===== src/rtl/tsbd_pkg.sv =====
// Shared types, constants and channel expansion helpers for the texel decoder.
package tsbd_pkg;

    localparam int DEFAULT_MAX_DIMENSION = 4096;
    localparam int DEFAULT_TILE_SIDE     = 32;

    localparam int TEXEL_W    = 32;
    localparam int INDEX_W    = 24;
    localparam int CHANNEL_W  = 8;
    localparam int CFG_ADDR_W = 3;
    localparam int CFG_DATA_W = 14;
    localparam int FORMAT_W   = 2;
    localparam int DIM_REG_W  = 13;
    localparam int PITCH_REG_W = 14;

    typedef enum logic [FORMAT_W-1:0] {
        FMT_RGBA8888 = 2'd0,
        FMT_RGBA4444 = 2'd1,
        FMT_RGB565   = 2'd2,
        FMT_RGBA5551 = 2'd3
    } pixel_format_t;

    localparam logic [CFG_ADDR_W-1:0] REG_PIXEL_FORMAT = 3'd0;
    localparam logic [CFG_ADDR_W-1:0] REG_TILED_LAYOUT = 3'd1;
    localparam logic [CFG_ADDR_W-1:0] REG_IMAGE_WIDTH  = 3'd2;
    localparam logic [CFG_ADDR_W-1:0] REG_IMAGE_HEIGHT = 3'd3;
    localparam logic [CFG_ADDR_W-1:0] REG_ROW_PITCH    = 3'd4;

    localparam logic [CHANNEL_W-1:0] ALPHA_OPAQUE = 8'hFF;
    localparam logic [CHANNEL_W-1:0] ALPHA_CLEAR  = 8'h00;

    function automatic logic [CHANNEL_W-1:0] rep4(input logic [3:0] t);
        rep4 = {t, t};
    endfunction

    function automatic logic [CHANNEL_W-1:0] rep5(input logic [4:0] t);
        rep5 = {t, t[4:2]};
    endfunction

    function automatic logic [CHANNEL_W-1:0] rep6(input logic [5:0] t);
        rep6 = {t, t[5:4]};
    endfunction

endpackage


===== src/rtl/texel_stream_to_bgra_decoder_core.sv =====
// Texel word to BGRA8888 pixel decoder with linear and tiled address walk.
//
// Input channel s_*: one stored texel word per handshake, in storage order.
// Output channel m_*: one BGRA8888 pixel with its bitmap index for every kept
// word; words past the row width (linear) or outside the image (tiled) are
// dropped and give no output. m_image_end marks the last pixel of the image.
// Configuration is written through cfg_wr_en / cfg_addr / cfg_wdata while the
// block is idle; any write to a defined register restarts the image walk.
//
// Pipeline: two register stages; a kept word is registered in the input stage
// when accepted and moves on when the output stage is free. The input stage
// holds the position and keep flag, the output stage the decoded channels and
// row * width + column from one multiply-add.
// Throughput: one word per cycle, sustained, as long as m_ready stays high;
// the position counters update once per accepted word.
// When m_ready is low, the output register holds its word and the input
// stage may still take one more word; s_ready drops only when both are full.
// Reset (aresetn low, synchronous) empties both stages, zeroes the walk
// counters and loads RGBA4444, linear, 1x1 image, pitch 1.
module texel_stream_to_bgra_decoder_core #(
    parameter int MAX_DIMENSION = tsbd_pkg::DEFAULT_MAX_DIMENSION,
    parameter int TILE_SIDE     = tsbd_pkg::DEFAULT_TILE_SIDE
) (
    input  logic                               aclk,
    input  logic                               aresetn,

    input  logic                               cfg_wr_en,
    input  logic [tsbd_pkg::CFG_ADDR_W-1:0]    cfg_addr,
    input  logic [tsbd_pkg::CFG_DATA_W-1:0]    cfg_wdata,

    input  logic                               s_valid,
    output logic                               s_ready,
    input  logic [tsbd_pkg::TEXEL_W-1:0]       s_texel_word,

    output logic                               m_valid,
    input  logic                               m_ready,
    output logic [tsbd_pkg::INDEX_W-1:0]       m_pixel_index,
    output logic [tsbd_pkg::CHANNEL_W-1:0]     m_blue,
    output logic [tsbd_pkg::CHANNEL_W-1:0]     m_green,
    output logic [tsbd_pkg::CHANNEL_W-1:0]     m_red,
    output logic [tsbd_pkg::CHANNEL_W-1:0]     m_alpha,
    output logic                               m_image_end
);

    localparam int DIM_W   = $clog2(MAX_DIMENSION + 1);
    localparam int POS_W   = $clog2(MAX_DIMENSION);
    localparam int TILE_W  = $clog2(TILE_SIDE);
    localparam int ROW_W   = (POS_W > TILE_W) ? POS_W : TILE_W;
    localparam int COL_W   = $clog2(2 * MAX_DIMENSION);
    localparam int PITCH_W = $clog2(2 * MAX_DIMENSION + 1);
    localparam int CMP_W   = (COL_W + 2 > tsbd_pkg::CFG_DATA_W + 1) ?
                             COL_W + 2 : tsbd_pkg::CFG_DATA_W + 1;
    localparam int IDX_W   = POS_W + DIM_W + 1;
    localparam int AREA_W  = 2 * DIM_W;

    // configuration registers
    tsbd_pkg::pixel_format_t                format_reg;
    logic                                   tiled_reg;
    logic [tsbd_pkg::DIM_REG_W-1:0]         width_reg;
    logic [tsbd_pkg::DIM_REG_W-1:0]         height_reg;
    logic [tsbd_pkg::PITCH_REG_W-1:0]       pitch_reg;

    // walk counters
    logic [COL_W-1:0]  col_reg,  col_next;
    logic [ROW_W-1:0]  row_reg,  row_next;
    logic [POS_W-1:0]  tcb_reg,  tcb_next;
    logic [POS_W-1:0]  trb_reg,  trb_next;

    // input stage
    logic                           s1_valid_reg;
    logic [tsbd_pkg::TEXEL_W-1:0]   s1_word_reg;
    logic [POS_W-1:0]               s1_x_reg;
    logic [POS_W-1:0]               s1_y_reg;

    // output stage
    logic                           m_valid_reg;
    logic [tsbd_pkg::INDEX_W-1:0]   m_index_reg;
    logic [tsbd_pkg::CHANNEL_W-1:0] m_blue_reg, m_green_reg, m_red_reg, m_alpha_reg;
    logic                           m_end_reg;

    logic [DIM_W-1:0]   w_clamp, h_clamp;
    logic [PITCH_W-1:0] pitch_eff;
    logic               s_accept, s1_advance, out_free, cfg_hit;
    logic [CMP_W-1:0]   x_wide, y_wide;
    logic               keep;

    logic [tsbd_pkg::CHANNEL_W-1:0] dec_b, dec_g, dec_r, dec_a;
    logic [IDX_W-1:0]               index_full;

    // ---------------- effective dimensions ----------------
    always_comb begin
        if (width_reg == '0) begin
            w_clamp = DIM_W'(1);
        end else if (CMP_W'(width_reg) > CMP_W'(MAX_DIMENSION)) begin
            w_clamp = DIM_W'(MAX_DIMENSION);
        end else begin
            w_clamp = DIM_W'(width_reg);
        end

        if (height_reg == '0) begin
            h_clamp = DIM_W'(1);
        end else if (CMP_W'(height_reg) > CMP_W'(MAX_DIMENSION)) begin
            h_clamp = DIM_W'(MAX_DIMENSION);
        end else begin
            h_clamp = DIM_W'(height_reg);
        end

        if (CMP_W'(pitch_reg) < CMP_W'(w_clamp)) begin
            pitch_eff = PITCH_W'(w_clamp);
        end else if (CMP_W'(pitch_reg) > CMP_W'(2 * MAX_DIMENSION)) begin
            pitch_eff = PITCH_W'(2 * MAX_DIMENSION);
        end else begin
            pitch_eff = PITCH_W'(pitch_reg);
        end
    end

    // ---------------- handshake ----------------
    assign out_free   = !m_valid_reg || m_ready;
    assign s1_advance = s1_valid_reg && out_free;
    assign s_ready    = !s1_valid_reg || out_free;
    assign s_accept   = s_valid && s_ready;
    assign cfg_hit    = cfg_wr_en && (cfg_addr <= tsbd_pkg::REG_ROW_PITCH);

    // ---------------- position and walk ----------------
    always_comb begin
        if (tiled_reg) begin
            x_wide = CMP_W'(tcb_reg) + CMP_W'(col_reg);
            y_wide = CMP_W'(trb_reg) + CMP_W'(row_reg);
            keep   = (CMP_W'(col_reg) < CMP_W'(TILE_SIDE)) &&
                     (CMP_W'(row_reg) < CMP_W'(TILE_SIDE)) &&
                     (x_wide < CMP_W'(w_clamp)) && (y_wide < CMP_W'(h_clamp));
        end else begin
            x_wide = CMP_W'(col_reg);
            y_wide = CMP_W'(row_reg);
            keep   = (x_wide < CMP_W'(w_clamp)) && (y_wide < CMP_W'(h_clamp));
        end
    end

    always_comb begin
        col_next = col_reg;
        row_next = row_reg;
        tcb_next = tcb_reg;
        trb_next = trb_reg;
        if (cfg_hit) begin
            col_next = '0;
            row_next = '0;
            tcb_next = '0;
            trb_next = '0;
        end else if (s_accept) begin
            if (tiled_reg) begin
                if (CMP_W'(col_reg) + CMP_W'(1) >= CMP_W'(TILE_SIDE)) begin
                    col_next = '0;
                    if (CMP_W'(row_reg) + CMP_W'(1) >= CMP_W'(TILE_SIDE)) begin
                        row_next = '0;
                        // next tile to the right, or first tile of next tile row
                        if (CMP_W'(tcb_reg) + CMP_W'(TILE_SIDE) >= CMP_W'(w_clamp)) begin
                            tcb_next = '0;
                            if (CMP_W'(trb_reg) + CMP_W'(TILE_SIDE) >= CMP_W'(h_clamp)) begin
                                trb_next = '0;
                            end else begin
                                trb_next = POS_W'(CMP_W'(trb_reg) + CMP_W'(TILE_SIDE));
                            end
                        end else begin
                            tcb_next = POS_W'(CMP_W'(tcb_reg) + CMP_W'(TILE_SIDE));
                        end
                    end else begin
                        row_next = row_reg + ROW_W'(1);
                    end
                end else begin
                    col_next = col_reg + COL_W'(1);
                end
            end else begin
                if (CMP_W'(col_reg) + CMP_W'(1) >= CMP_W'(pitch_eff)) begin
                    col_next = '0;
                    if (CMP_W'(row_reg) + CMP_W'(1) >= CMP_W'(h_clamp)) begin
                        row_next = '0;
                    end else begin
                        row_next = row_reg + ROW_W'(1);
                    end
                end else begin
                    col_next = col_reg + COL_W'(1);
                end
            end
        end
    end

    // ---------------- configuration and counters ----------------
    always_ff @(posedge aclk) begin
        if (!aresetn) begin
            format_reg <= tsbd_pkg::FMT_RGBA4444;
            tiled_reg  <= 1'b0;
            width_reg  <= tsbd_pkg::DIM_REG_W'(1);
            height_reg <= tsbd_pkg::DIM_REG_W'(1);
            pitch_reg  <= tsbd_pkg::PITCH_REG_W'(1);
            col_reg    <= '0;
            row_reg    <= '0;
            tcb_reg    <= '0;
            trb_reg    <= '0;
        end else begin
            if (cfg_wr_en) begin
                case (cfg_addr)
                    tsbd_pkg::REG_PIXEL_FORMAT: begin
                        format_reg <= tsbd_pkg::pixel_format_t'(cfg_wdata[tsbd_pkg::FORMAT_W-1:0]);
                    end
                    tsbd_pkg::REG_TILED_LAYOUT: tiled_reg <= cfg_wdata[0];
                    tsbd_pkg::REG_IMAGE_WIDTH:  width_reg <= cfg_wdata[tsbd_pkg::DIM_REG_W-1:0];
                    tsbd_pkg::REG_IMAGE_HEIGHT: height_reg <= cfg_wdata[tsbd_pkg::DIM_REG_W-1:0];
                    tsbd_pkg::REG_ROW_PITCH:    pitch_reg <= cfg_wdata[tsbd_pkg::PITCH_REG_W-1:0];
                    default: ;
                endcase
            end
            col_reg <= col_next;
            row_reg <= row_next;
            tcb_reg <= tcb_next;
            trb_reg <= trb_next;
        end
    end

    // ---------------- input stage ----------------
    always_ff @(posedge aclk) begin
        if (!aresetn) begin
            s1_valid_reg <= 1'b0;
        end else if (s_accept) begin
            s1_valid_reg <= keep;
        end else if (s1_advance) begin
            s1_valid_reg <= 1'b0;
        end
    end

    always_ff @(posedge aclk) begin
        if (s_accept) begin
            s1_word_reg <= s_texel_word;
            s1_x_reg    <= x_wide[POS_W-1:0];
            s1_y_reg    <= y_wide[POS_W-1:0];
        end
    end

    // ---------------- decode ----------------
    always_comb begin
        case (format_reg)
            tsbd_pkg::FMT_RGBA8888: begin
                dec_r = s1_word_reg[7:0];
                dec_g = s1_word_reg[15:8];
                dec_b = s1_word_reg[23:16];
                dec_a = s1_word_reg[31:24];
            end
            tsbd_pkg::FMT_RGBA4444: begin
                dec_a = tsbd_pkg::rep4(s1_word_reg[3:0]);
                dec_b = tsbd_pkg::rep4(s1_word_reg[7:4]);
                dec_g = tsbd_pkg::rep4(s1_word_reg[11:8]);
                dec_r = tsbd_pkg::rep4(s1_word_reg[15:12]);
            end
            tsbd_pkg::FMT_RGB565: begin
                dec_b = tsbd_pkg::rep5(s1_word_reg[4:0]);
                dec_g = tsbd_pkg::rep6(s1_word_reg[10:5]);
                dec_r = tsbd_pkg::rep5(s1_word_reg[15:11]);
                dec_a = tsbd_pkg::ALPHA_OPAQUE;
            end
            default: begin
                dec_a = s1_word_reg[0] ? tsbd_pkg::ALPHA_OPAQUE : tsbd_pkg::ALPHA_CLEAR;
                dec_b = tsbd_pkg::rep5(s1_word_reg[5:1]);
                dec_g = tsbd_pkg::rep5(s1_word_reg[10:6]);
                dec_r = tsbd_pkg::rep5(s1_word_reg[15:11]);
            end
        endcase
    end

    assign index_full = IDX_W'(s1_y_reg) * IDX_W'(w_clamp) + IDX_W'(s1_x_reg);

    // ---------------- output stage ----------------
    always_ff @(posedge aclk) begin
        if (!aresetn) begin
            m_valid_reg <= 1'b0;
        end else if (out_free) begin
            m_valid_reg <= s1_valid_reg;
        end
    end

    always_ff @(posedge aclk) begin
        if (s1_advance) begin
            m_index_reg <= tsbd_pkg::INDEX_W'(index_full);
            m_blue_reg  <= dec_b;
            m_green_reg <= dec_g;
            m_red_reg   <= dec_r;
            m_alpha_reg <= dec_a;
            m_end_reg   <= (DIM_W'(s1_x_reg) == w_clamp - DIM_W'(1)) &&
                           (DIM_W'(s1_y_reg) == h_clamp - DIM_W'(1));
        end
    end

    assign m_valid       = m_valid_reg;
    assign m_pixel_index = m_index_reg;
    assign m_blue        = m_blue_reg;
    assign m_green       = m_green_reg;
    assign m_red         = m_red_reg;
    assign m_alpha       = m_alpha_reg;
    assign m_image_end   = m_end_reg;

    // ---------------- assertions ----------------
    // input stalls only when both stages hold a word
    assert property (@(posedge aclk) disable iff (!aresetn)
        !s_ready |-> (s1_valid_reg && m_valid_reg))
        else $error("s_ready low with a free stage");

    // linear walk stays inside the pitch and the image rows
    assert property (@(posedge aclk) disable iff (!aresetn)
        !tiled_reg |-> (CMP_W'(col_reg) < CMP_W'(pitch_eff)) &&
                       (CMP_W'(row_reg) < CMP_W'(h_clamp)))
        else $error("linear counters out of range");

    // tiled walk stays inside a tile
    assert property (@(posedge aclk) disable iff (!aresetn)
        tiled_reg |-> (CMP_W'(col_reg) < CMP_W'(TILE_SIDE)) &&
                      (CMP_W'(row_reg) < CMP_W'(TILE_SIDE)))
        else $error("tile counters out of range");

    // a register write restarts the walk
    assert property (@(posedge aclk) disable iff (!aresetn)
        cfg_hit |=> (col_reg == '0) && (row_reg == '0) && (tcb_reg == '0) && (trb_reg == '0))
        else $error("counters not cleared by register write");

    // the last pixel of the image carries index width * height - 1
    assert property (@(posedge aclk) disable iff (!aresetn)
        (m_valid_reg && m_end_reg) |->
            m_index_reg == tsbd_pkg::INDEX_W'(AREA_W'(w_clamp) * AREA_W'(h_clamp)
                                              - AREA_W'(1)))
        else $error("image end flag on wrong pixel index");

endmodule


===== config.mk =====
export PLATFORM = sky130hd
export DESIGN_NAME = texel_stream_to_bgra_decoder_core
export DESIGN_NICKNAME = d
export VERILOG_FILES = /design/src/rtl/tsbd_pkg.sv /design/src/rtl/texel_stream_to_bgra_decoder_core.sv
export SDC_FILE = /design/constraint.sdc
export NUM_CORES = 1
export LEC_CHECK = 0
export BUFFER_PORTS_ARGS = -buffer_cell sky130_fd_sc_hd__buf_4
export CORE_MARGIN = 10
export CORE_UTILIZATION = 50
export CTS_BUF_LIST = sky130_fd_sc_hd__clkbuf_4
export DETAILED_ROUTE_END_ITERATION = 8
export HOLD_SLACK_MARGIN = 0.08
export PLACE_DENSITY = 0.68
export REMOVE_ABC_BUFFERS = 1
export SYNTH_ARGS = -nofsm -noshare
export SYNTH_HDL_FRONTEND = slang
export SYNTH_SLANG_ARGS = --single-unit
export TNS_END_PERCENT = 1

===== constraint.sdc =====
create_clock -name aclk -period 9.15 [get_ports aclk]
set_input_delay 0.4575 -clock aclk [delete_from_list [all_inputs] [get_ports aclk]]
set_output_delay 0.4575 -clock aclk [all_outputs]
set_load 0.05 [all_outputs]

* After elaboration in Yosys (flattened, before gate mapping)
Cells that the tools add are included.
Storage, ports and cells: register bits after elaboration 207, input bits 54, output and inout bits 59, word-level logic and storage cells 112
Cells by class: add/sub/neg operators 11, multipliers 1, $lt $le $gt $ge 17, equality and inequality tests 9, muxes and demuxes 26, bitwise operators 1, reductions and logical operators 27
Operators with widths (number):
- 2-to-1 mux 12 bit | 9
- 2-to-1 mux 13 bit | 7
- one-hot mux 8 bit (3 select lines) | 3
- >= comparator 15 x 13 -> 1 bit | 2
- >= comparator 15 x 6 -> 1 bit (second input constant) | 2
- less-than comparator 14 x 13 -> 1 bit | 2
- 2-to-1 mux 14 bit | 2
- adder 12 x 6 -> 13 bit (second input constant) | 2
- equality test 12 x 13 -> 1 bit | 2
- > comparator 13 bit (second input constant) | 2
- zero test 13 bit | 2
- less-than comparator 13 bit | 2
- subtractor 13 x 1 -> 13 bit (second input constant) | 2
- adder 24 x 12 -> 24 bit | 1
- multiplier 12 x 13 -> 24 bit | 1
- one-hot mux 8 bit (2 select lines) | 1
- adder 12 x 13 -> 14 bit | 1
- adder 13 x 1 -> 14 bit (second input constant) | 1
- >= comparator 14 bit | 1
- > comparator 14 bit (second input constant) | 1
- adder 12 x 1 -> 13 bit (second input constant) | 1
- adder 12 x 12 -> 13 bit | 1
- adder 13 x 1 -> 13 bit (second input constant) | 1
- >= comparator 13 bit | 1
- 25 further kinds | 42

* Longest topological paths before layout
Gate-level depths: netlist of run 1.
depth in word-level cells 8, depth in mapped cells 24, mapped depth without buffers 23

* Worst setup path before layout of run 1
OpenSTA, ideal clock, no wires.
path kind reg2reg, start reg width_reg[12] (netlist name), end reg m_index_reg (netlist bit m_pixel_index[23]), data pin, setup time 260 ps, arrival time 6007 ps, data required time 8890 ps, path slack 2883 ps, cell stages (with the launch flop) 23, buffers on the path 4, period minus slack after synthesis 6267 ps, cell sequence dfxtp_1 clkbuf_1 buf_1 clkbuf_1 nor2b_1 clkbuf_1 and2_1 fa_1 inv_1 fa_1 inv_1 fa_1 fa_1 inv_1 fa_1 inv_1 ha_1 a21o_1 a21o_1 a221o_1 a221o_1 a21oi_1 xnor2_1
Between the ends: word-level cells in the longest chain between the ends 5, elaborated cells between the ends (all ways) 6, those cells by class 1 x add/sub; 1 x mul; 1 x order compare; 2 x mux; 1 x reduce/logical
Ends and longest elaborated chain:
- start: declaration | RTL line texel_stream_to_bgra_decoder_core.sv:59 | logic [tsbd_pkg::DIM_REG_W-1:0] width_reg;
- start signal: assignment | RTL line texel_stream_to_bgra_decoder_core.sv:192 | width_reg <= tsbd_pkg::DIM_REG_W'(1);
- start signal: assignment | RTL line texel_stream_to_bgra_decoder_core.sv:206 | tsbd_pkg::REG_IMAGE_WIDTH: width_reg <= cfg_wdata[tsbd_pkg::DIM_REG_W-1:0];
- > comparator 13 bit | RTL line texel_stream_to_bgra_decoder_core.sv:94 | end else if (CMP_W'(width_reg) > CMP_W'(MAX_DIMENSION)) begin
- 2-to-1 mux 13 bit | RTL line texel_stream_to_bgra_decoder_core.sv:94
- 2-to-1 mux 13 bit (*) | RTL line texel_stream_to_bgra_decoder_core.sv:92 | if (width_reg == '0) begin
- multiplier 12 x 13 -> 24 bit (*) | RTL line texel_stream_to_bgra_decoder_core.sv:268 | assign index_full = IDX_W'(s1_y_reg) * IDX_W'(w_clamp) + IDX_W'(s1_x_reg);
- adder 24 x 12 -> 24 bit (*) | RTL line texel_stream_to_bgra_decoder_core.sv:268
- named net index_full[23] | RTL line texel_stream_to_bgra_decoder_core.sv:88 | logic [IDX_W-1:0] index_full;
- end signal: assignment | RTL line texel_stream_to_bgra_decoder_core.sv:281 | m_index_reg <= tsbd_pkg::INDEX_W'(index_full);
- end: declaration | RTL line texel_stream_to_bgra_decoder_core.sv:77 | logic [tsbd_pkg::INDEX_W-1:0] m_index_reg;
The timed path passes the listed nets; every way through them passes the cells marked *. A chain may end at the register's enable or synchronous reset.

* Worst setup path after layout of run 1
start reg width_reg[7] (netlist name), end reg m_index_reg (netlist bit m_pixel_index[23]), data pin
Same word-level chain as after synthesis.

==> run_results.csv, run 1 <==
group,metric,value,unit
status,outcome,"completed",
power,vdd_ir_drop_max,83.1,µV
floorplanning,fp.dieArea,43000,µm²
place,io_buffer_count,112,
sta,fin_crit,6.79,ns
place,gp_congestion,0.948,
clock_tree,h-tree-depth,4,
clock_tree,hold_buffers,46,
critical_path,critical_path_class,"flip-flop to flip-flop",
routing,wl_per_cell,19.8,µm
floorplanning,row_count,68,
synthesis,async_flop_share,0,
sta,finalSetupTns,0,ns
sta,worstMarginPinSlew,1.15,ns
sta,hold_violations,0,
grt,track_usage,0.222,
critical_path,startpoint_type,"flip-flop",
sta,fin_worst_skew,0.0441,ns
grt,grt_first_pass_wirelength,77000,µm
sta,max_clock_freq,147,MHz
run,drv_cap,0,
cells_and_area,largest_reg_flops,32,
routing,drtPass1Iterations,5,
synthesis,netlist_area,17500,µm²
synthesis,synth_edf_count,113,
sta,timing.final.max_slew_violations,0,
clock_tree,cts.clk_slew.worst_paths,0.21,ns
synthesis,synthCells,1864,
power,power_density,103,nW/µm²
critical_path,critPathRequiredTime,9.58,ns
clock_tree,clock-sinks,197,
routing,viasPerCell,5.69,
critical_path,cpMostUsedCell,"fa_1",
clock_tree,cts_tree,"yes",
clock_tree,cts.repair.resized,0,
clock_tree,cts.path.max_buffers,2,
critical_path,r2r_setup_slack,2.36,ns
synthesis,yosysWarnings,0,
routing,routed_wl,48200,µm
cells_and_area,syn2layout_area_growth,11.0,%
power,p_leak,8.70,nW
cells_and_area,drive_gt1_frac,0.110,
grt,grt_max_degree,61,
critical_path,crit_chain,"nor4_1, and2_1, a31o_2, nand2_1, fa_1, fa_1, inv_1, fa_1, fa_1, inv_1, fa_1, inv_1, ha_1, and3_1, a21oi_1, a31oi_1, a221o_1, a221o_1, a21oi_1, xnor2_1",
routing,num_vias,13800,
critical_path,crit_slowest_cell,"fa_1",
synthesis,synth_flop_cell,"edfxtp_1",
power,power.total,2.02,mW
floorplanning,fp.coreArea,34500,µm²
synthesis,yosysUniqueCellTypes,74,
worst_hold_path,min-delay-path-class,"input pin to flip-flop",
routing,ant_nets,0,
clock_tree,clk_latency,0.67,ns
routing,drc,0,
synthesis,avgSynthCellArea,9.41,µm²
place,place_inst,2355,
floorplanning,fp.dieH,207,µm
critical_path,crit_fanout,13,
floorplanning,io_pins,113,
clock_tree,cts_made_buffers,17,
synthesis,synth_seq_cells,197,
cells_and_area,layout.cells.non_filler,2435,
critical_path,arrival,7.22,ns
grt,grt_overflow_total,0,
floorplanning,chipWidth,207,µm
critical_path,max_stage_delay,0.56,ns
floorplanning,initial_core_util,0.508,
grt,grt_antenna_before_repair,2,
critical_path,end_kind,"flip-flop",
sta,grt_setup_unrepaired,"no",
clock_tree,post_cts_buffers,0,
cells_and_area,fin_nets,2330,
place,dpl.hpwl,36700,µm
sta,min_period_over_period,0.743,
clock_tree,cts_root_buffer,"clkbuf_4",
sta,slew_headroom,0.229,
routing,drt_iter0_markers,961,
synthesis,yosysSeqAreaShare,0.289,
grt,grt_pass1_vias,14100,
sta,setup_viol,0,
-- metrics by stage --
| step | instance area (µm²) | utilization | hold WS, ns | worst slack, ns |
|---|---|---|---|---|
| finish | 19500 | 0.564 | 0.158 | 2.36 |
| global route | 19500 | 0.564 | 0.131 | 2.11 |
| CTS | 19500 | 0.564 | 0.114 | 2.40 |
| detailed placement | 18700 | 0.542 | 0.482 | 2.45 |
| global placement | 18700 | 0.542 | 0.454 | 2.53 |
| floorplan | 17200 | - | 0.452 | 3.01 |
-- synth_stat cells, drive strengths merged, types with 4 or more instances --
cell     count  area (µm²)
a21boi      41         308
or2         10        62.6
xnor2       63         552
a21o        22         165
a22oi       17         128
nor3        33         170
or3          7        43.8
o31a         4        35.0
xor2        32         280
nor2b       29         181
nor4        15        93.8
nand2b      16         100
o21a        26         195
mux2i       15         150
dfxtp       84        1680
mux2        22         248
o211ai       9        67.6
clkbuf      74         278
a22o         7        61.3
buf         17        85.1
mux4         8         180
a211oi      14         105
inv        195         732
a31o         7        61.3
a2111oi      5        50.0
nand3       46         243
nand4       18         113
and3        22         138
a21oi       59         295
or4          7        52.6
ha         191        2390
o21ai       54         274
edfxtp     113        3390
and2        82         513
nand2      225         845
and4         5        43.8
a31oi       12        90.1
nor2        96         360
fa         120        2400
-- final timing paths --
kind                                           to  cells after the start          from
worst min register to register       width_reg[9]                      2  width_reg[9]
worst max register to register  m_pixel_index[23]                     20  width_reg[7]
worst max-delay path            m_pixel_index[23]                     20  width_reg[7]
worst min-delay path                      m_valid                      3       m_ready
-- cell usage in the layout, fill, tap and decap left out, types with 22 or more instances in the layout --
cell,count
xor2_1,32
a21boi_0,40
ha_1,191
and3_1,22
nor2b_1,28
nand2_1,225
nand3_1,45
inv_1,194
edfxtp_1,113
dfxtp_1,84
dlygate4sd3_1,46
nor2_1,96
buf_4,129
and2_1,81
nor3_1,32
a21oi_1,59
a21o_1,22
mux2_2,22
o21a_1,26
xnor2_1,63
fa_1,120
o21ai_0,52
-- routing by layer --
| layer | routed length (µm) | global-route usage | part of all wire | vias up |
|---|---|---|---|---|
| met3 | 2740 | 0.0379 | 0.057 | 72 |
| met5 | 0 | 0 | 0 | - |
| li1 | - | - | - | 6588 |
| met2 | 23600 | 0.377 | 0.49 | 420 |
| met4 | 1220 | 0.0712 | 0.025 | 0 |
| met1 | 20600 | 0.280 | 0.43 | 6765 |
-- final cells by class --
type                       instances  area, µm²
inverter                         195        732
fill                            3068      15100
antenna                            2       5.00
clock buffer                      17        128
clock inverter                    15        180
timing repair buffer             175       1430
multi-input combinational       1379      11400
sequential                       197       5070
tap                              455        569
-- logic make-up after synthesis --
kind of cell,share of synthesized area
and+or+nand+nor,0.175
adders and majority gates,0.273
AOI/OAI and AO/OA,0.117
buffers and inverters,0.0634
DFF,0.289
xor gates and xnor gates,0.0487
muxes,0.0329
-- power breakdown --
part	leakage [nW]	switching, mW	total (mW)	internal [mW]
combinational	6.76	0.296	0.473	0.177
clock	0.163	0.383	0.514	0.131
sequential	1.78	0.0392	1.03	0.990
total	8.70	0.718	2.02	1.30
-- worst max-delay path, delay by kind of cell (launching register included) --
kind,cells,cell delay [ns]
adder cells (fa/ha/maj),6,3.03
AO/OA/AOI/OAI,6,1.74
AND/OR/NAND/NOR,4,1.17
flip-flops,1,0.38
buffers and inverters,3,0.15
XOR/XNOR,1,0.08
Power figures use the tool's default switching activity.
==> run 2, diff against run 1 <==
--- a/config.mk
+++ b/config.mk
@@ -5,13 +5,14 @@
 export SDC_FILE = /design/constraint.sdc
 export NUM_CORES = 1
 export LEC_CHECK = 0
+export ABC_AREA = 1
 export BUFFER_PORTS_ARGS = -buffer_cell sky130_fd_sc_hd__buf_4
 export CORE_MARGIN = 10
 export CORE_UTILIZATION = 50
 export CTS_BUF_LIST = sky130_fd_sc_hd__clkbuf_4
 export DETAILED_ROUTE_END_ITERATION = 8
 export HOLD_SLACK_MARGIN = 0.08
-export PLACE_DENSITY = 0.68
+export PLACE_DENSITY = 0.7
 export REMOVE_ABC_BUFFERS = 1
 export SYNTH_ARGS = -nofsm -noshare
 export SYNTH_HDL_FRONTEND = slang
==> constraint.sdc (replaced) <==
create_clock -name aclk -period 6.01 [get_ports aclk]
set_input_delay 0.3005 -clock aclk [delete_from_list [all_inputs] [get_ports aclk]]
set_output_delay 0.3005 -clock aclk [all_outputs]
set_load 0.05 [all_outputs]
==> run 2 against run 1 <==
Maximum frequency up 20%; highest routed layer unchanged; power up 90%; sequential power up 59%; final area up 3.3%; clock skew down 0.011 ns; worst setup slack worse by 2.0 ns; clock-buffer cell count up 1.
==> run_results.csv, run 2 <==
group,metric,value,unit
floorplanning,chipWidth,208,µm
power,vdd_ir_drop_max,140,µV
floorplanning,fp.dieArea,43200,µm²
synthesis,yosysTopAreaCell,"edfxtp_1",
clock_tree,cts_made_buffers,17,
synthesis,avgSynthCellArea,7.93,µm²
cells_and_area,mostFrequentLayoutCells,"nand2_1 (462), inv_1 (358), nor2_1 (246)",
routing,routed_wl,53000,µm
synthesis,netlist_area,17600,µm²
sta,grt_setup_unrepaired,"yes",
sta,slew_headroom,0.165,
cells_and_area,n_fill_cell,3078,
cells_and_area,largest_reg_flops,32,
sta,min_period_over_period,0.941,
routing,num_vias,15600,
cells_and_area,final_util,0.581,
cells_and_area,fin_nets,2767,
grt,grt_antenna_before_repair,1,
cells_and_area,layout_commonest_cell,"nand2_1",
routing,ant_nets,0,
sta,setup_viol,0,
synthesis,synth.area.top_cells,"edfxtp_1 (19%), fa_1 (14%), ha_1 (14%)",
clock_tree,cts.clk_slew.worst_paths,0.20,ns
sta,fin_worst_skew,0.0326,ns
critical_path,arrival,6.09,ns
routing,drt_iter0_markers,1269,
critical_path,startpoint_type,"flip-flop",
sta,finalSetupTns,0,ns
routing,drc,0,
grt,grt_max_degree,58,
grt,grt_pass1_vias,15400,
clock_tree,h-tree-depth,4,
synthesis,synth_edf_count,113,
place,dpl.hpwl,41600,µm
sta,whs,0.129,ns
place,place_ws,0.0432,ns
run,drv_cap,0,
cells_and_area,syn2layout_area_growth,14.2,%
sta,hold_violations,0,
synthesis,synth_common_cells,"nand2_1 (467), inv_1 (360), nor2_1 (247)",
floorplanning,fp.dieH,208,µm
synthesis,yosysUniqueCellTypes,47,
place,place_inst,2780,
critical_path,end_kind,"flip-flop",
worst_hold_path,min-delay-path-class,"input pin to flip-flop",
power,power_density,190,nW/µm²
synthesis,async_flop_share,0,
sta,worstMarginPinSlew,1.25,ns
sta,fin_ws,0.357,ns
routing,viasPerCell,5.43,
synthesis,yosysSeqAreaShare,0.288,
grt,track_usage,0.241,
synthesis,synthCells,2222,
synthesis,yosysTopAreaCellShare,0.193,
floorplanning,row_count,68,
cells_and_area,layout.cells.non_filler,2871,
cells_and_area,drive_gt1_frac,0.104,
critical_path,critical_path_class,"flip-flop to flip-flop",
cells_and_area,register_area,5080,µm²
synthesis,yosysWarnings,0,
routing,drtPass1Iterations,6,
power,power.total,3.83,mW
grt,grt_first_pass_wirelength,83300,µm
floorplanning,fp.coreArea,34600,µm²
critical_path,critPathRequiredTime,6.45,ns
floorplanning,initial_core_util,0.509,
synthesis,yosysMostFrequentCell,"nand2_1",
critical_path,crit_fanout,10,
grt,grt_overflow_total,0,
sta,max_clock_freq,177,MHz
floorplanning,io_pins,113,
synthesis,synth_flop_cell,"edfxtp_1",
status,outcome,"completed",
power,p_leak,10.2,nW
synthesis,synth_seq_cells,197,
clock_tree,cts.path.max_buffers,2,
place,io_buffer_count,112,
place,gp_congestion,0.968,
clock_tree,cts_tree,"yes",
cells_and_area,stdcell_area,20100,µm²
sta,timing.final.max_slew_violations,0,
clock_tree,clock-sinks,197,
clock_tree,clk_latency,0.67,ns
cells_and_area,multi_input_comb_area,11000,µm²
routing,wl_per_cell,18.4,µm
sta,fin_crit,5.65,ns
clock_tree,cts_root_buffer,"clkbuf_4",
place,placed_area,19200,µm²
run 2: routing by layer:
layer,share of wire,up-vias,global-route usage
met5,0,-,0
met1,0.41,7334,0.302
met4,0.033,0,0.0872
met2,0.48,618,0.413
li1,-,7526,-
met3,0.073,115,0.0373
run 2: cells by family after synthesis:
family                   count (synthesis)  synth area share
AND/OR/NAND/NOR                        921             0.221
buffers and inverters                  431            0.0937
adder cells (fa/ha/maj)                311             0.272
AO/OA/AOI/OAI                          289            0.0894
flip-flops                             197             0.288
XOR/XNOR                                73            0.0363
run 2: cell type report:
type,instances,share of cell area
Multi-Input combinational cell,1594,0.545
Antenna cell,1,0.000124
Tap cell,455,0.0283
Timing Repair Buffer,225,0.0906
Sequential cell,197,0.252
Clock buffer,18,0.00671
Clock inverter,14,0.00883
Inverter,367,0.0686
run 2: worst paths after layout:
path                       from           endpoint  slack (ns)  depth (start not counted)
setup / recovery   width_reg[7]  m_pixel_index[20]        0.36                         23
hold / removal        cfg_wr_en          tiled_reg        0.13                          5
setup reg to reg   width_reg[7]  m_pixel_index[20]        0.36                         23
hold reg to reg   height_reg[3]      height_reg[3]        0.50                          2
run 2: repair_timing:
action | CTS | global route
endpoints found under the setup margin | 0 | 9
endpoints found under the hold margin | 77 | 0
hold buffers | 54 | 0
setup buffers | 0 | 4
gates resized for setup | 0 | 20
run 2: worst max-delay path, cell delays in order (launching register included):
cell and delay [ns]:
dfxtp_2 0.44, inv_1 0.09, nand3_1 0.09, nor2_1 0.04, nand2_1 0.11, nand2_4 0.11
nand2_1 0.14, buf_4 0.22, nor2_1 0.08, fa_1 0.55, inv_1 0.06, fa_1 0.52
inv_1 0.05, fa_1 0.50, fa_1 0.57, inv_1 0.06, fa_1 0.53, inv_1 0.04
ha_1 0.37, nand2_2 0.13, nor4_4 0.31, nand4_1 0.18, nand3_1 0.14, xor2_1 0.06
run 2: power breakdown:
group,internal [mW],switching (mW)
Sequential,1.56,0.0745
Clock,0.238,0.572
Combinational,0.457,0.923
Total,2.26,1.57
==> run 3, diff against run 2 <==
--- a/config.mk
+++ b/config.mk
@@ -12,6 +12,7 @@
 export CTS_BUF_LIST = sky130_fd_sc_hd__clkbuf_4
 export DETAILED_ROUTE_END_ITERATION = 8
 export HOLD_SLACK_MARGIN = 0.08
+export MAX_ROUTING_LAYER = met4
 export PLACE_DENSITY = 0.7
 export REMOVE_ABC_BUFFERS = 1
 export SYNTH_ARGS = -nofsm -noshare
==> run 3 against run 2 <==
Combinational power barely moved; via count rose by 0.52%; register-to-register slack lost 0.09 ns; first-iteration DRC count down 10%; non-clock buffer count increased by 3; critical endpoint is now m_pixel_index[23]; worst hold slack better by 0.19 ns; largest cell class unchanged; worst setup slack got worse by 0.085 ns; clock skew increased by 0.012 ns.
==> run_results.csv, run 3 (synthesis gave the netlist of run 2 again) <==
group,metric,value,unit
status,outcome,"completed",
grt,grt_overflow_total,0,
sta,worstMarginPinSlew,1.19,ns
cells_and_area,largest_reg_flops,32,
clock_tree,cts.path.max_buffers,2,
critical_path,critPathRequiredTime,6.48,ns
sta,fin_ws,0.272,ns
critical_path,arrival,6.20,ns
routing,ant_nets,0,
grt,grt_first_pass_wirelength,84400,µm
power,power.total,3.79,mW
routing,viasPerCell,5.45,
sta,grt_setup_unrepaired,"yes",
grt,grt_max_degree,58,
floorplanning,io_pins,113,
floorplanning,fp.dieArea,43200,µm²
routing,wl_per_cell,18.5,µm
floorplanning,fp.coreArea,34600,µm²
routing,drtPass1Iterations,8,
power,power_density,188,nW/µm²
grt,track_usage,0.252,
sta,slew_headroom,0.201,
routing,drt_iter0_markers,1138,
floorplanning,initial_core_util,0.509,
sta,whs,0.319,ns
floorplanning,fp.dieH,208,µm
clock_tree,h-tree-depth,4,
floorplanning,chipWidth,208,µm
clock_tree,cts_tree,"yes",
critical_path,crit_chain,"inv_1, buf_4, nand2_1, inv_1, nand2_1, fa_1, inv_1, fa_1, fa_1, fa_1, inv_1, fa_1, inv_1, ha_1, a21oi_1, inv_1, a31oi_1, nand2_1, nand3_1, nand3_1, a21oi_1, xor2_1",
run,drv_cap,0,
cells_and_area,drive_gt1_frac,0.103,
cells_and_area,register_area,5080,µm²
sta,fin_worst_skew,0.0447,ns
cells_and_area,syn2layout_area_growth,14.3,%
clock_tree,clock-sinks,197,
critical_path,cp_top_family,"adder cells",
sta,hold_violations,0,
sta,max_clock_freq,174,MHz
clock_tree,cts.clk_slew.worst_paths,0.21,ns
routing,num_vias,15700,
clock_tree,cts_made_buffers,17,
place,place_inst,2779,
sta,timing.final.max_slew_violations,0,
critical_path,critical_path_class,"flip-flop to flip-flop",
place,gp_congestion,1.01,
sta,fin_crit,5.74,ns
power,p_leak,10.2,nW
grt,grt_antenna_before_repair,3,
routing,drc,0,
critical_path,startpoint_type,"flip-flop",
cells_and_area,layout.cells.non_filler,2876,
cells_and_area,multi_input_comb_area,10900,µm²
grt,grt_pass1_vias,15500,
sta,setup_viol,0,
critical_path,end_kind,"flip-flop",
critical_path,crit_buf_inv,7,
cells_and_area,layout_commonest_cell,"nand2_1",
cells_and_area,final_util,0.582,
critical_path,max_stage_delay,0.56,ns
sta,min_period_over_period,0.955,
place,place_ws,0.00651,ns
critical_path,cpMostUsedCell,"inv_1",
power,vdd_ir_drop_max,147,µV
cells_and_area,fin_nets,2770,
worst_hold_path,min-delay-path-class,"input pin to flip-flop",
cells_and_area,n_fill_cell,3121,
floorplanning,row_count,68,
clock_tree,cts_root_buffer,"clkbuf_4",
place,io_buffer_count,112,
critical_path,crit_slowest_cell,"fa_1",
critical_path,crit_fanout,7,
routing,routed_wl,53300,µm
clock_tree,clk_latency,0.68,ns
place,dpl.hpwl,42000,µm
cells_and_area,mostFrequentLayoutCells,"nand2_1 (463), inv_1 (356), nor2_1 (246)",
## run 3: worst paths after layout
check	slack, ns	start	depth (start not counted)	endpoint
worst max-delay path	0.27	width_reg[12]	22	m_pixel_index[23]
worst min-delay path	0.32	s_texel_word[27]	2	s1_word_reg[27]
worst max register to register	0.27	width_reg[12]	22	m_pixel_index[23]
worst min register to register	0.49	width_reg[2]	2	width_reg[2]
## run 3: final cells by class
cell class | instances | share of cell area
clock buffers | 17 | 0.00633
inverters | 367 | 0.0686
repair buffers | 228 | 0.0924
clock inverters | 15 | 0.00876
multi-input cells | 1594 | 0.543
flip-flops and latches | 197 | 0.252
diodes | 3 | 0.000373
well taps | 455 | 0.0283
## run 3: what timing repair did
item                                    4_1_cts  5_1_grt
endpoints found under the hold margin        77        0
hold buffers                                 60        0
resized for setup                             1       18
endpoints found under the setup margin        1        9
buffers inserted                              0        2
gates cloned                                  0        0
## run 3: through the flow
stage | instance area, µm² | setup TNS (ns)
after floorplan | 17300 | 0
after global placement | 19200 | -0.0195
after detailed placement | 19200 | 0
after CTS | 20100 | 0
after global routing | 20100 | -0.0535
final | 20100 | 0
## run 3: power by group
group | internal [mW] | leakage, nW | switching (mW)
Clock | 0.202 | 0.163 | 0.570
Combinational | 0.457 | 8.25 | 0.922
Sequential | 1.56 | 1.77 | 0.0751
## run 3: layer usage
layer  wire (µm)  part of all wire  track usage  vias to the layer above
met4        1900             0.036       0.0917                        0
met2       25900              0.48        0.418                      627
met3        4000             0.075       0.0412                      113
met5           0                 0            -                        -
met1       21600              0.40        0.304                     7402
li1            -                 -            -                     7532
